--- src/design/afl_pkg.sv ---
// Shared types, constants and helper functions of the ASCII frame link.
// Used by afl_front, afl_queue, afl_back and ascii_frame_link_with_keepalive.
// Depends on nothing.
`default_nettype none

package afl_pkg;

	// receive buffer sizing
	localparam int BUFFER_BYTES = 32;
	localparam int WP_W         = $clog2(BUFFER_BYTES + 1);
	localparam int FRAME_LEN    = 17;
	localparam int FIDX_W       = $clog2(FRAME_LEN);

	// command queue between front and back
	localparam int QDEPTH = 4;
	localparam int QPTR_W = $clog2(QDEPTH);

	// result slots of one command
	localparam int PHASE_W = 5;
	localparam logic [PHASE_W-1:0] PH_REPORT   = 5'd0;
	localparam logic [PHASE_W-1:0] PH_TX_FIRST = 5'd1;
	localparam logic [PHASE_W-1:0] PH_TX_LAST  = 5'd17;
	localparam logic [PHASE_W-1:0] PH_STATUS   = 5'd18;

	// ascii characters
	localparam logic [7:0] CH_OPEN  = 8'h7B;
	localparam logic [7:0] CH_SEP   = 8'h3B;
	localparam logic [7:0] CH_CLOSE = 8'h7D;
	localparam logic [7:0] CH_ZERO  = 8'd48;
	localparam logic [7:0] CH_NINE  = 8'd57;

	// register reset values and limits
	localparam logic [15:0] IDLE_RST  = 16'd20;
	localparam logic [15:0] RESP_RST  = 16'd1000;
	localparam logic [15:0] POLL_RST  = 16'd500;
	localparam logic [7:0]  RETRY_RST = 8'd3;
	localparam logic [9:0]  MAX_VAL   = 10'd999;
	localparam logic [15:0] SAT16     = 16'hFFFF;
	localparam logic [7:0]  SAT8      = 8'hFF;

	// input item kinds
	localparam logic [1:0] IK_BYTE = 2'd0;
	localparam logic [1:0] IK_TICK = 2'd1;
	localparam logic [1:0] IK_SEND = 2'd2;

	typedef enum logic [1:0] {
		OK_REPORT = 2'd0,
		OK_TX     = 2'd1,
		OK_STATUS = 2'd2
	} out_kind_t;

	typedef enum logic [2:0] {
		R_IDLE_TIMEOUT     = 3'd0,
		R_RESPONSE_TIMEOUT = 3'd1,
		R_POLL_INTERVAL    = 3'd2,
		R_RETRY_LIMIT      = 3'd3,
		R_KEEPALIVE_ENABLE = 3'd4
	} reg_idx_t;

	typedef enum logic [2:0] {
		KS_START      = 3'd0,
		KS_WAIT_POLL  = 3'd1,
		KS_SEND       = 3'd2,
		KS_WAIT_REPLY = 3'd3,
		KS_GOT_REPLY  = 3'd4,
		KS_MISSED     = 3'd5,
		KS_OFFLINE    = 3'd6
	} ka_step_t;

	typedef logic [3:0] digit_t;
	// [0] hundreds, [1] tens, [2] ones
	typedef digit_t [2:0] bcd_t;

	// one entry of the command queue: results caused by one input item
	typedef struct packed {
		logic              rep;
		logic              rep_valid;
		logic              rep_off;
		logic              tx;
		logic              tx_off;
		logic              stat;
		logic [3:0][9:0]   rx_vals;
		bcd_t [3:0]        tx_bcd;
	} cmd_t;

	// one result item
	typedef struct packed {
		out_kind_t       kind;
		logic            frame_valid;
		logic [3:0][9:0] vals;
		logic [7:0]      tx_byte;
		logic            offline;
		logic            last;
	} res_t;

	function automatic logic [15:0] sat16_inc(input logic [15:0] v);
		return (v == SAT16) ? v : v + 16'd1;
	endfunction

	function automatic digit_t digit_of(input logic [7:0] c);
		logic [7:0] d;
		d = c - CH_ZERO;
		return (c >= CH_ZERO && c <= CH_NINE) ? d[3:0] : 4'd0;
	endfunction

	function automatic logic [9:0] decode3(input logic [7:0] a, input logic [7:0] b,
			input logic [7:0] c);
		return 10'(digit_of(a)) * 10'd100 + 10'(digit_of(b)) * 10'd10 + 10'(digit_of(c));
	endfunction

	// split a value below 1000 into decimal digits by reciprocal multiplies
	function automatic bcd_t to_bcd(input logic [9:0] v);
		logic [15:0] ph;
		logic [3:0]  h;
		logic [6:0]  r;
		logic [14:0] pt;
		logic [3:0]  t;
		bcd_t        res;
		ph = 16'(v) * 16'd41;
		h = ph[15:12];
		r = 7'(v - 10'(h) * 10'd100);
		pt = 15'(r) * 15'd205;
		t = pt[14:11];
		res[0] = h;
		res[1] = t;
		res[2] = 4'(r - 7'(t) * 7'd10);
		return res;
	endfunction

	// character at a position of the transmitted frame
	function automatic logic [7:0] frame_char(input bcd_t [3:0] vals,
			input logic [FIDX_W-1:0] idx);
		logic [7:0] ch;
		bcd_t       grp;
		grp = vals[idx[3:2]];
		unique case (idx[1:0])
			2'd0: ch = (idx == '0) ? CH_OPEN :
				(idx == FIDX_W'(FRAME_LEN - 1)) ? CH_CLOSE : CH_SEP;
			2'd1: ch = CH_ZERO + 8'(grp[0]);
			2'd2: ch = CH_ZERO + 8'(grp[1]);
			2'd3: ch = CH_ZERO + 8'(grp[2]);
		endcase
		return ch;
	endfunction

endpackage

`default_nettype wire

--- src/design/afl_front.sv ---
// Front end: configuration registers, receive buffer, timers and keepalive
// machine; turns each accepted input transaction into at most one queue command.
// Depends on afl_pkg.
`default_nettype none

module afl_front (
	input  wire logic                clk,
	input  wire logic                arst_n,
	input  wire logic                acc,
	input  wire logic [1:0]          kind,
	input  wire logic [7:0]          rx_byte,
	input  wire logic [3:0][9:0]     send_vals,
	input  wire logic                wr_en,
	input  wire logic [2:0]          wr_index,
	input  wire logic [15:0]         wr_data,
	output afl_pkg::cmd_t            cmd,
	output logic                     cmd_push
);

	// configuration
	logic [15:0] idle_timeout_q, response_timeout_q, poll_interval_q;
	logic [7:0]  retry_limit_q;
	logic        keepalive_enable_q;

	// link state
	logic [7:0]           rx_store_q [afl_pkg::FRAME_LEN];
	logic [afl_pkg::WP_W-1:0] wp_q, wp_d;
	logic [15:0]          idle_q, idle_d, poll_q, poll_d, reply_q, reply_d;
	logic                 run_q, run_d;
	logic [3:0][9:0]      rxv_q, rxv_d;
	afl_pkg::bcd_t [3:0]  txb_q, txb_d;
	afl_pkg::ka_step_t    step_q, step_d;
	logic [7:0]           miss_q, miss_d;
	logic                 store_we;
	logic                 frame_ok;
	logic [3:0][9:0]      dec_vals;
	logic [9:0]           clamped [4];

	// configuration writes
	always_ff @(posedge clk or negedge arst_n) begin
		if (!arst_n) begin
			idle_timeout_q     <= afl_pkg::IDLE_RST;
			response_timeout_q <= afl_pkg::RESP_RST;
			poll_interval_q    <= afl_pkg::POLL_RST;
			retry_limit_q      <= afl_pkg::RETRY_RST;
			keepalive_enable_q <= 1'b1;
		end else if (wr_en) begin
			case (afl_pkg::reg_idx_t'(wr_index))
				afl_pkg::R_IDLE_TIMEOUT:     idle_timeout_q     <= wr_data;
				afl_pkg::R_RESPONSE_TIMEOUT: response_timeout_q <= wr_data;
				afl_pkg::R_POLL_INTERVAL:    poll_interval_q    <= wr_data;
				afl_pkg::R_RETRY_LIMIT:      retry_limit_q      <= wr_data[7:0];
				afl_pkg::R_KEEPALIVE_ENABLE: keepalive_enable_q <= wr_data[0];
				default: ;
			endcase
		end
	end

	// delimiter check and value decode of the stored frame
	always_comb begin
		frame_ok = (rx_store_q[0] == afl_pkg::CH_OPEN) && (rx_store_q[4] == afl_pkg::CH_SEP) &&
			(rx_store_q[8] == afl_pkg::CH_SEP) && (rx_store_q[12] == afl_pkg::CH_SEP) &&
			(rx_store_q[16] == afl_pkg::CH_CLOSE);
		for (int i = 0; i < 4; i++) begin
			dec_vals[i] = afl_pkg::decode3(rx_store_q[4*i+1], rx_store_q[4*i+2],
				rx_store_q[4*i+3]);
		end
	end

	// send values clamped to the printable range
	always_comb begin
		for (int i = 0; i < 4; i++) begin
			clamped[i] = (send_vals[i] > afl_pkg::MAX_VAL) ? afl_pkg::MAX_VAL : send_vals[i];
		end
	end

	// next state and queue command
	always_comb begin
		logic [7:0] miss_inc;
		wp_d = wp_q;
		idle_d = idle_q;
		run_d = run_q;
		rxv_d = rxv_q;
		txb_d = txb_q;
		poll_d = poll_q;
		reply_d = reply_q;
		step_d = step_q;
		miss_d = miss_q;
		store_we = 1'b0;
		cmd = '0;
		miss_inc = (miss_q == afl_pkg::SAT8) ? miss_q : miss_q + 8'd1;
		if (acc) begin
			case (kind)
				afl_pkg::IK_BYTE: begin
					if (wp_q < afl_pkg::WP_W'(afl_pkg::BUFFER_BYTES)) begin
						store_we = (wp_q < afl_pkg::WP_W'(afl_pkg::FRAME_LEN));
						wp_d = wp_q + 1'b1;
					end
					idle_d = '0;
					run_d = 1'b1;
				end
				afl_pkg::IK_SEND: begin
					for (int i = 0; i < 4; i++) begin
						txb_d[i] = afl_pkg::to_bcd(clamped[i]);
					end
					cmd.tx = 1'b1;
					cmd.tx_off = (step_q == afl_pkg::KS_OFFLINE);
					poll_d = '0;
				end
				afl_pkg::IK_TICK: begin
					poll_d = afl_pkg::sat16_inc(poll_q);
					reply_d = afl_pkg::sat16_inc(reply_q);
					// frame close comes before the keepalive step
					if (run_q) begin
						idle_d = afl_pkg::sat16_inc(idle_q);
						if (idle_d >= idle_timeout_q) begin
							if (frame_ok) begin
								rxv_d = dec_vals;
							end
							cmd.rep = 1'b1;
							cmd.rep_valid = frame_ok;
							cmd.rep_off = (step_q == afl_pkg::KS_OFFLINE);
							poll_d = '0;
							run_d = 1'b0;
							idle_d = '0;
							wp_d = '0;
						end
					end
					if (keepalive_enable_q) begin
						unique case (step_q)
							afl_pkg::KS_START: begin
								poll_d = '0;
								step_d = afl_pkg::KS_WAIT_POLL;
							end
							afl_pkg::KS_WAIT_POLL: begin
								if (poll_d >= poll_interval_q) step_d = afl_pkg::KS_SEND;
							end
							afl_pkg::KS_SEND: begin
								cmd.tx = 1'b1;
								cmd.tx_off = 1'b0;
								poll_d = '0;
								reply_d = '0;
								step_d = afl_pkg::KS_WAIT_REPLY;
							end
							afl_pkg::KS_WAIT_REPLY: begin
								// a valid frame this tick wins over the timeout
								if (cmd.rep && frame_ok) step_d = afl_pkg::KS_GOT_REPLY;
								else if (reply_d >= response_timeout_q)
									step_d = afl_pkg::KS_MISSED;
							end
							afl_pkg::KS_GOT_REPLY: begin
								miss_d = '0;
								poll_d = '0;
								step_d = afl_pkg::KS_WAIT_POLL;
							end
							afl_pkg::KS_MISSED: begin
								miss_d = miss_inc;
								if (miss_inc >= retry_limit_q) begin
									step_d = afl_pkg::KS_OFFLINE;
									cmd.stat = 1'b1;
								end else begin
									poll_d = '0;
									step_d = afl_pkg::KS_SEND;
								end
							end
							afl_pkg::KS_OFFLINE: ;
							default: step_d = afl_pkg::KS_START;
						endcase
					end
				end
				default: ;
			endcase
		end
		cmd.rx_vals = rxv_d;
		cmd.tx_bcd = txb_d;
		cmd_push = cmd.rep | cmd.tx | cmd.stat;
	end

	// state registers
	always_ff @(posedge clk or negedge arst_n) begin
		if (!arst_n) begin
			for (int i = 0; i < afl_pkg::FRAME_LEN; i++) rx_store_q[i] <= '0;
			wp_q    <= '0;
			idle_q  <= '0;
			run_q   <= 1'b0;
			rxv_q   <= '0;
			txb_q   <= '0;
			poll_q  <= '0;
			reply_q <= '0;
			step_q  <= afl_pkg::KS_START;
			miss_q  <= '0;
		end else begin
			if (store_we) rx_store_q[wp_q[afl_pkg::FIDX_W-1:0]] <= rx_byte;
			wp_q    <= wp_d;
			idle_q  <= idle_d;
			run_q   <= run_d;
			rxv_q   <= rxv_d;
			txb_q   <= txb_d;
			poll_q  <= poll_d;
			reply_q <= reply_d;
			step_q  <= step_d;
			miss_q  <= miss_d;
		end
	end

endmodule

`default_nettype wire

--- src/design/afl_queue.sv ---
// Short command queue between the front end and the result sequencer.
// Depends on afl_pkg.
`default_nettype none

module afl_queue (
	input  wire logic    clk,
	input  wire logic    arst_n,
	input  wire logic    push,
	input  wire afl_pkg::cmd_t din,
	input  wire logic    pop,
	output afl_pkg::cmd_t dout,
	output logic         full,
	output logic         empty
);

	afl_pkg::cmd_t              mem_q [afl_pkg::QDEPTH];
	logic [afl_pkg::QPTR_W-1:0] wr_ptr_q, rd_ptr_q;
	logic [afl_pkg::QPTR_W:0]   count_q;
	logic                       do_push, do_pop;

	assign full    = (count_q == (afl_pkg::QPTR_W+1)'(afl_pkg::QDEPTH));
	assign empty   = (count_q == '0);
	assign do_push = push && !full;
	assign do_pop  = pop && !empty;
	assign dout    = mem_q[rd_ptr_q];

	// entry storage
	always_ff @(posedge clk) begin
		if (do_push) mem_q[wr_ptr_q] <= din;
	end

	// pointers and fill count
	always_ff @(posedge clk or negedge arst_n) begin
		if (!arst_n) begin
			wr_ptr_q <= '0;
			rd_ptr_q <= '0;
			count_q  <= '0;
		end else begin
			if (do_push) wr_ptr_q <= wr_ptr_q + 1'b1;
			if (do_pop) rd_ptr_q <= rd_ptr_q + 1'b1;
			unique case ({do_push, do_pop})
				2'b10:   count_q <= count_q + 1'b1;
				2'b01:   count_q <= count_q - 1'b1;
				default: ;
			endcase
		end
	end

endmodule

`default_nettype wire

--- src/design/afl_back.sv ---
// Result sequencer: expands each queued command into report, transmit byte
// and link status results, one per popped transaction. Depends on afl_pkg.
`default_nettype none

module afl_back (
	input  wire logic      clk,
	input  wire logic      arst_n,
	input  wire afl_pkg::cmd_t cmd,
	input  wire logic      cmd_empty,
	output logic           cmd_pop,
	output afl_pkg::res_t  res,
	output logic           res_empty,
	input  wire logic      res_pop
);

	afl_pkg::cmd_t              cur_q;
	logic [afl_pkg::PHASE_W-1:0] phase_q, nxt, first;
	logic                       busy_q, has_next, take;
	logic [afl_pkg::FIDX_W-1:0] char_idx;

	assign res_empty = !busy_q;
	assign take      = res_pop && busy_q;
	assign cmd_pop   = !cmd_empty && (!busy_q || (take && !has_next));

	// slot that follows the current one
	always_comb begin
		nxt = afl_pkg::PH_STATUS;
		has_next = 1'b0;
		priority if (phase_q == afl_pkg::PH_REPORT) begin
			if (cur_q.tx) begin
				nxt = afl_pkg::PH_TX_FIRST;
				has_next = 1'b1;
			end else begin
				has_next = cur_q.stat;
			end
		end else if (phase_q == afl_pkg::PH_STATUS) begin
			has_next = 1'b0;
		end else if (phase_q == afl_pkg::PH_TX_LAST) begin
			has_next = cur_q.stat;
		end else begin
			nxt = phase_q + 1'b1;
			has_next = 1'b1;
		end
	end

	// first slot of a new command
	always_comb begin
		priority if (cmd.rep) first = afl_pkg::PH_REPORT;
		else if (cmd.tx) first = afl_pkg::PH_TX_FIRST;
		else first = afl_pkg::PH_STATUS;
	end

	// sequencer state
	always_ff @(posedge clk or negedge arst_n) begin
		if (!arst_n) begin
			busy_q  <= 1'b0;
			phase_q <= afl_pkg::PH_REPORT;
		end else if (take && has_next) begin
			phase_q <= nxt;
		end else if (cmd_pop) begin
			busy_q  <= 1'b1;
			phase_q <= first;
		end else if (take) begin
			busy_q <= 1'b0;
		end
	end

	// command payload
	always_ff @(posedge clk) begin
		if (cmd_pop) cur_q <= cmd;
	end

	// result fields of the current slot
	assign char_idx = afl_pkg::FIDX_W'(phase_q - afl_pkg::PH_TX_FIRST);
	always_comb begin
		res.vals = cur_q.rx_vals;
		res.last = !has_next;
		res.frame_valid = 1'b0;
		res.tx_byte = '0;
		priority if (phase_q == afl_pkg::PH_REPORT) begin
			res.kind = afl_pkg::OK_REPORT;
			res.frame_valid = cur_q.rep_valid;
			res.offline = cur_q.rep_off;
		end else if (phase_q == afl_pkg::PH_STATUS) begin
			res.kind = afl_pkg::OK_STATUS;
			res.offline = 1'b1;
		end else begin
			res.kind = afl_pkg::OK_TX;
			res.tx_byte = afl_pkg::frame_char(cur_q.tx_bcd, char_idx);
			res.offline = cur_q.tx_off;
		end
	end

endmodule

`default_nettype wire

--- src/design/ascii_frame_link_with_keepalive.sv ---
// Top level of the ASCII frame link endpoint with keepalive.
// Depends on afl_pkg, afl_front, afl_queue and afl_back.
//
// The block takes one input transaction per clock (received byte, tick or send
// request) as long as the four-entry command queue between the front end and
// the result sequencer has room; full rises only when four commands are waiting.
// Results leave one per clock while pop is held: a send request gives 17
// transmit bytes, a tick gives up to 18 results (frame report plus a keepalive
// frame, or report plus link status), a byte gives none. The result sequencer
// sets the output rate, one result per cycle. No clearing pass runs after reset.
`default_nettype none

module ascii_frame_link_with_keepalive (
	input  wire logic        clk,
	input  wire logic        arst_n,
	input  wire logic        push,
	output logic             full,
	input  wire logic [1:0]  kind,
	input  wire logic [7:0]  rx_byte,
	input  wire logic [9:0]  send_faults,
	input  wire logic [9:0]  send_battery,
	input  wire logic [9:0]  send_force,
	input  wire logic [9:0]  send_speed,
	output logic             empty,
	input  wire logic        pop,
	output logic [1:0]       out_kind,
	output logic             frame_valid,
	output logic [9:0]       faults,
	output logic [9:0]       battery,
	output logic [9:0]       force_res,
	output logic [9:0]       speed,
	output logic [7:0]       tx_byte,
	output logic             link_offline,
	output logic             last,
	input  wire logic        wr_en,
	input  wire logic [2:0]  wr_index,
	input  wire logic [15:0] wr_data
);

	afl_pkg::cmd_t   f_cmd, q_cmd;
	afl_pkg::res_t   res;
	logic            f_push, q_full, q_empty, q_pop, acc;
	logic [3:0][9:0] send_vals;

	assign acc       = push && !full;
	assign full      = q_full;
	assign send_vals = {send_speed, send_force, send_battery, send_faults};

	// front end
	afl_front u_front (
		.clk       (clk),
		.arst_n    (arst_n),
		.acc       (acc),
		.kind      (kind),
		.rx_byte   (rx_byte),
		.send_vals (send_vals),
		.wr_en     (wr_en),
		.wr_index  (wr_index),
		.wr_data   (wr_data),
		.cmd       (f_cmd),
		.cmd_push  (f_push)
	);

	// command queue
	afl_queue u_queue (
		.clk    (clk),
		.arst_n (arst_n),
		.push   (f_push),
		.din    (f_cmd),
		.pop    (q_pop),
		.dout   (q_cmd),
		.full   (q_full),
		.empty  (q_empty)
	);

	// result sequencer
	afl_back u_back (
		.clk       (clk),
		.arst_n    (arst_n),
		.cmd       (q_cmd),
		.cmd_empty (q_empty),
		.cmd_pop   (q_pop),
		.res       (res),
		.res_empty (empty),
		.res_pop   (pop)
	);

	// result ports
	assign out_kind     = res.kind;
	assign frame_valid  = res.frame_valid;
	assign faults       = res.vals[0];
	assign battery      = res.vals[1];
	assign force_res    = res.vals[2];
	assign speed        = res.vals[3];
	assign tx_byte      = res.tx_byte;
	assign link_offline = res.offline;
	assign last         = res.last;

`ifndef NO_ASSERTIONS
	// a link status result is always final and reports offline
	a_status_final: assert property (@(posedge clk) disable iff (!arst_n)
		(!empty && out_kind == afl_pkg::OK_STATUS) |-> (last && link_offline))
		else $error("link status result not final or not offline");

	// frame_valid is only set on frame reports
	a_valid_on_report: assert property (@(posedge clk) disable iff (!arst_n)
		(!empty && out_kind != afl_pkg::OK_REPORT) |-> !frame_valid)
		else $error("frame_valid set outside a frame report");

	// a result that is not final is followed at once by the next one
	a_no_gap: assert property (@(posedge clk) disable iff (!arst_n)
		(!empty && pop && !last) |=> !empty)
		else $error("gap inside the results of one input");

	// transmit bytes are never below the ascii zero character
	a_tx_byte: assert property (@(posedge clk) disable iff (!arst_n)
		(!empty && out_kind == afl_pkg::OK_TX) |-> (tx_byte >= afl_pkg::CH_ZERO))
		else $error("transmit byte out of range");
`endif

endmodule

`default_nettype wire

--- config.mk ---
export PLATFORM = sky130hd
export DESIGN_NAME = ascii_frame_link_with_keepalive
export DESIGN_NICKNAME = d
export VERILOG_FILES = /design/src/design/afl_pkg.sv /design/src/design/afl_front.sv /design/src/design/afl_queue.sv /design/src/design/afl_back.sv /design/src/design/ascii_frame_link_with_keepalive.sv
export SDC_FILE = /design/constraint.sdc
export NUM_CORES = 1
export LEC_CHECK = 0
export BUFFER_PORTS_ARGS = -buffer_cell sky130_fd_sc_hd__buf_2
export CORE_ASPECT_RATIO = 0.75
export CORE_MARGIN = 1.5
export CORE_UTILIZATION = 30
export CTS_CLUSTER_SIZE = 28
export DETAILED_ROUTE_END_ITERATION = 10
export PLACE_DENSITY = 0.55
export SLEW_MARGIN = 10
export SYNTH_ARGS = -nofsm -noshare
export SYNTH_HDL_FRONTEND = slang
export SYNTH_SLANG_ARGS = --single-unit
--- constraint.sdc ---
create_clock -name clk -period 7.9 [get_ports clk]
set_clock_uncertainty 0.15 [all_clocks]
set_input_delay 1.975 -clock clk [delete_from_list [all_inputs] [get_ports clk]]
set_output_delay 1.975 -clock clk [all_outputs]
set_load 0.02 [all_outputs]
======== After elaboration in Yosys (flattened, before gate mapping) ========
Memories as Yosys holds them, arrays and structs flattened.
Cells that the tools add are included.
word-level totals
  logic and storage cells ................. 373
  output and inout bits ................... 55
  flip-flop bits (word level) ............. 453
  RAM bits ................................ 376
  memories kept ........................... 1
  bits of input ports ..................... 74
memory list
  name           words  width  rd ports  clocked after memory_dff  write ports  line             source
  u_queue.mem_q  4      94     1         0                         1            afl_queue.sv:16  afl_pkg::cmd_t mem_q [afl_pkg::QDEPTH];
cells by class
  muxes and demuxes ....................... 100
  $mul .................................... 24
  equal/unequal tests ..................... 35
  reductions and logical operators ........ 58
  magnitude comparators ................... 37
  add/sub/neg operators ................... 42
  bitwise logic cells ..................... 5
operators with widths
  operator                                                                          number
  16-bit two-way mux                                                                13
  40-bit two-way mux                                                                5
  136-bit bitwise mux                                                               1
  8-bit by 6-bit >= comparator with 1-bit output, second input constant             12
  8-bit by 6-bit less-or-equal comparator with 1-bit output, second input constant  12
  48-bit two-way mux                                                                2
  16-bit one-hot mux with 2 select lines                                            3
  10-bit by 6-bit multiplier with 16-bit output, second input constant              4
  7-bit by 8-bit multiplier with 15-bit output, second input constant               4
  16-bit by 1-bit adder with 16-bit output, second input constant                   3
  16-bit == test, second input constant                                             3
  16-bit >= comparator                                                              3
  4-bit two-way mux                                                                 12
  4-bit by 1-bit subtractor with 4-bit output, second input constant                12
  10-bit by 4-bit adder with 10-bit output                                          4
  10-bit by 8-bit adder with 10-bit output                                          4
  8-bit demux with 5-bit select                                                     1
  10-bit greater-than comparator, second input constant                             4
  10-bit two-way mux                                                                4
  5-bit two-way mux                                                                 8
  8-bit two-way mux                                                                 5
  4-bit by 5-bit multiplier with 8-bit output, second input constant                4
  8-bit one-hot mux with 4 select lines                                             1
  3-bit two-way mux                                                                 10
  59 further kinds                                                                  167

======== Longest topological paths before layout ========
  depth after elaboration ................. 16
  gate-level depth with buffers ........... 45
  gate-level depth less buffers ........... 45

======== Hierarchy ========
From an unflattened synthesis, not the netlist that was laid out.
second synthesis, totals
  cell total of the unflattened synthesis .. 3,516
  area total of the unflattened synthesis .. 45,013.2 um^2
modules (own cells, without submodules)
  module                           instances  seq. area each (um^2)  area an instance (um^2)  cells each
  afl_front                        1          8,704.6                26,514.2                 2,669
  afl_queue                        1          11,466.0               14,020.9                 530
  afl_back                         1          2,942.8                4,464.3                  316
  ascii_frame_link_with_keepalive  1          0.0                    13.8                     1

======== Worst setup path after synthesis ========
No wires, ideal clock.
  path kind ............................... in2reg
  start point ............................. input port send_faults[7]
  end point ............................... memory u_queue.mem_q[0][11] in the netlist's numbering, data pin
  stages on the path ...................... 42
  slack ................................... -2,966 ps
  path buffers ............................ 0
  setup time .............................. 218 ps
  required time ........................... 7,532 ps
  arrival ................................. 10,498 ps
  path through ............................ nand4_1 -> o21ai_0 -> inv_1 -> ha_1 -> inv_1 -> fa_1 -> inv_1 -> ha_1 -> ha_1 -> a21oi_1 -> o21ai_0 -> nor3b_1 -> a21oi_2 -> or2_2 -> a31o_2 -> xor2_1 -> ha_1 -> inv_1 -> [... 6 more ...] -> fa_1 -> inv_1 -> ha_1 -> inv_1 -> fa_1 -> inv_1 -> ha_1 -> a21o_1 -> a211oi_1 -> o21ba_2 -> o21ai_0 -> xor2_1 -> ha_1 -> fa_1 -> xor2_1 -> xnor2_1 -> xnor2_1 -> o21ai_0
RTL lines
  what             line                                   source
  start, declared  ascii_frame_link_with_keepalive.sv:20  input wire logic [9:0] send_faults,
  end, declared    afl_queue.sv:16

==> impl_metrics.json <==
{
  "synthDistinctLibCells": 94,
  "critPathSlowestCell": "fa_1",
  "viasPerCell": 4.61,
  "drive_above_1_share_pct": 31.6,
  "drv_slew": 0,
  "place_ws_ns": -2.98,
  "crit_arrival_ns": 9.93,
  "io_buffer_count": 127,
  "path_max_fanout": 5,
  "track_usage_pct": 13.2,
  "hold_violations": 0,
  "syn_nets": 4057,
  "synth_warnings": 0,
  "firstDrtPassIters": 5,
  "timing.hold.ws_ns": 0.346,
  "cpPeakStageDelay_ns": 0.53,
  "grt_pass1_vias": 27079,
  "rsz0062_at_grt": "yes",
  "dieWidth_um": 449,
  "io_pins": 129,
  "final_common_cell": "edfxtp_1",
  "clkTransAtPathRegs_ns": 0.06,
  "syn_to_final_growth_pct": 21.5,
  "synth_cells": 3454,
  "fmax_mhz": 103,
  "grt_max_degree": 120,
  "cts.sinks": 829,
  "final_cell_mix": "469 x edfxtp_1, 379 x ha_1, 341 x dfrtp_1, 312 x buf_4, 311 x inv_1",
  "grt_first_pass_wirelength_um": 157000,
  "ys_seq_elements": 829,
  "start_util_pct": 30.3,
  "cap_violations": 0,
  "setup.worst_path.end_class": "flop",
  "antenna_found_initial": 2,
  "gp_congestion": 0.793,
  "clkLatencyLatePin_ns": 0.68,
  "drtIter0Drc": 1515,
  "min_period_ns": 9.69,
  "cpMostUsedCell": "ha_4",
  "via_count": 27125,
  "fin_crit_sh_pct": 123,
  "cts_tree": "built",
  "clock_path_buffers": 3,
  "start_kind": "input pin",
  "syn_avg_cell_area_um2": 12.9,
  "seq_area_um2": 23100,
  "synth.area.top_cells": "edfxtp_1 32%, dfrtp_1 19%, ha_1 13%, mux2_2 5.2%, mux4_2 5.2%",
  "worstMarginPinSlew_ns": 1.05,
  "cts_root_buf": "clkbuf_16",
  "drt-total-wl_um": 99900,
  "relSlewSlack_pct": 30.0,
  "hold_depth": 1,
  "fillCellCount": 14203,
  "die_y_um": 337,
  "utilization_pct": 36.8,
  "cts_buffers": 85,
  "worstPathRequired_ns": 8.14,
  "die_area_um2": 151000,
  "post_dp_cell_area_um2": 49500,
  "setup_viol": 140,
  "drc": 0,
  "grt.overflow.total": 0,
  "fin_area_um2": 54300,
  "cts_max_level": 3,
  "final_nets": 4434,
  "holdBufCountCts": 0,
  "synth_top_area_cell": "edfxtp_1",
  "dpl.hpwl_um": 68700,
  "path_class": "in2reg",
  "core_um2": 148000,
  "fp-row-count": 122,
  "wl_per_cell_um": 17.0,
  "ant_nets": 0,
  "rr_worst_depth": 21,
  "hold_class": "reg2reg",
  "synth_enable_flop_cells": 469,
  "violations": "negative setup slack",
  "seq_area_frac_synth_pct": 51.7,
  "synthesis.area_um2": 44700,
  "setup_ws_ns": -1.79,
  "synth_top_area_share_pct": 31.5,
  "multi_input_area_um2": 21300,
  "async_reset_ff_share_pct": 43.4,
  "status": "complete, but fails checks",
  "synth-main-ff-cell": "edfxtp_1"
}
## synthesized netlist by cell type, drive strengths merged, types with 5 or more instances
cell type    n
edfxtp     469
ha         453
inv        360
dfrtp      343
nand2      223
mux2       208
o21ai      171
nor2       123
mux4       104
xnor2      100
a21oi       95
buf         82
clkbuf      80
fa          76
xor2        59
nand3       48
and2        47
a21o        44
nor3        35
a31oi       26
nand4       26
nor2b       25
and3        22
or2         21
a22o        20
nand2b      20
dfstp       17
and4        16
o31ai       12
a211oi      11
o21a        11
o211ai       9
nor4         8
mux2i        7
maj3         6
o21bai       6
a31o         5
nand4b       5
## flip-flops by register name, summed over array words and instances (netlist names), 16 cells and up
signal	cells
u_front.idle_q	16
u_back.res	40
u_front.txb_q	48
u_queue.mem_q	376
u_back.cur_q	53
u_front.reply_q	16
u_front.idle_timeout_q	16
u_front.poll_q	16
u_front.rx_store_q	136
u_front.response_timeout_q	16
u_front.rxv_q	40
u_front.poll_interval_q	16
## critical path, delay by kind of cell
kind                     cells  cell delay [ns]
AO/OA/AOI/OAI                7             1.07
buffers and inverters       10             0.69
XOR/XNOR                     6             1.06
AND/OR/NAND/NOR              7             1.14
adder cells (fa/ha/maj)     13             3.99
## timing repair
action	CTS	global route
setup endpoints to repair	140	140
gates resized for setup	170	94
hold endpoints to repair	0	0
setup buffers	52	24
pin swaps	165	152
cloned	0	0
## kinds of logic after synthesis
kind of cell	Yosys count	synth area share, %
compound gates	448	6.25
fa+ha+maj	535	16.2
buf+inv	523	4.87
mux	319	10.6
other cells	1	0.00840
simple gates	639	7.08
xor+xnor	160	3.17
flops	829	51.7
## final cells by class
class	count	share of cell area (%)
Antenna cell	1	0.00461
Clock buffer	121	4.41
Clock inverter	38	0.696
Inverter	360	2.50
Multi-Input combinational cell	2102	39.2
Sequential cell	829	42.6
Tap cell	1984	4.57
Timing Repair Buffer	453	6.07
## per-layer routing
metal / global-route usage, % / vias to the layer above / part of all wire [%] / wire length [um]
met1: 19.8 / 13598 / 51 / 51200
met3: 1.99 / 107 / 3.4 / 3420
met4: 2.81 / 0 / 1.6 / 1590
li1: - / 13062 / - / -
met2: 20.0 / 358 / 44 / 43700
met5: 0 / - / 0 / 0
## per-stage QoR
stage | TNS, ns | instances
6_report | -158.75 | 5888
5_1_grt | -203.78 | 5887
4_1_cts | -175.07 | 5869
3_3_place_gp | -304.31 | 5664
3_5_place_dp | -314.92 | 5664
2_1_floorplan | -210.41 | 3454
## path summary, 6_finish.rpt
check                      slack (ns)                    from                endpoint
hold reg to reg                  0.35  u_front.rx_store_q[28]  u_front.rx_store_q[28]
hold / removal                   0.35  u_front.rx_store_q[28]  u_front.rx_store_q[28]
setup / recovery                -1.79          send_faults[6]    u_queue.mem_q[3][11]
min in group asynchronous        1.20                  arst_n  u_front.rx_store_q[82]
setup reg to reg                 0.97       u_front.idle_q[0]       u_front.step_q[2]
max in group asynchronous        4.86                  arst_n     u_queue.rd_ptr_q[0]
Power is left out: the tool's default activity adds up to more than one toggle a clock period on the data nets, which glitch-free logic cannot reach.
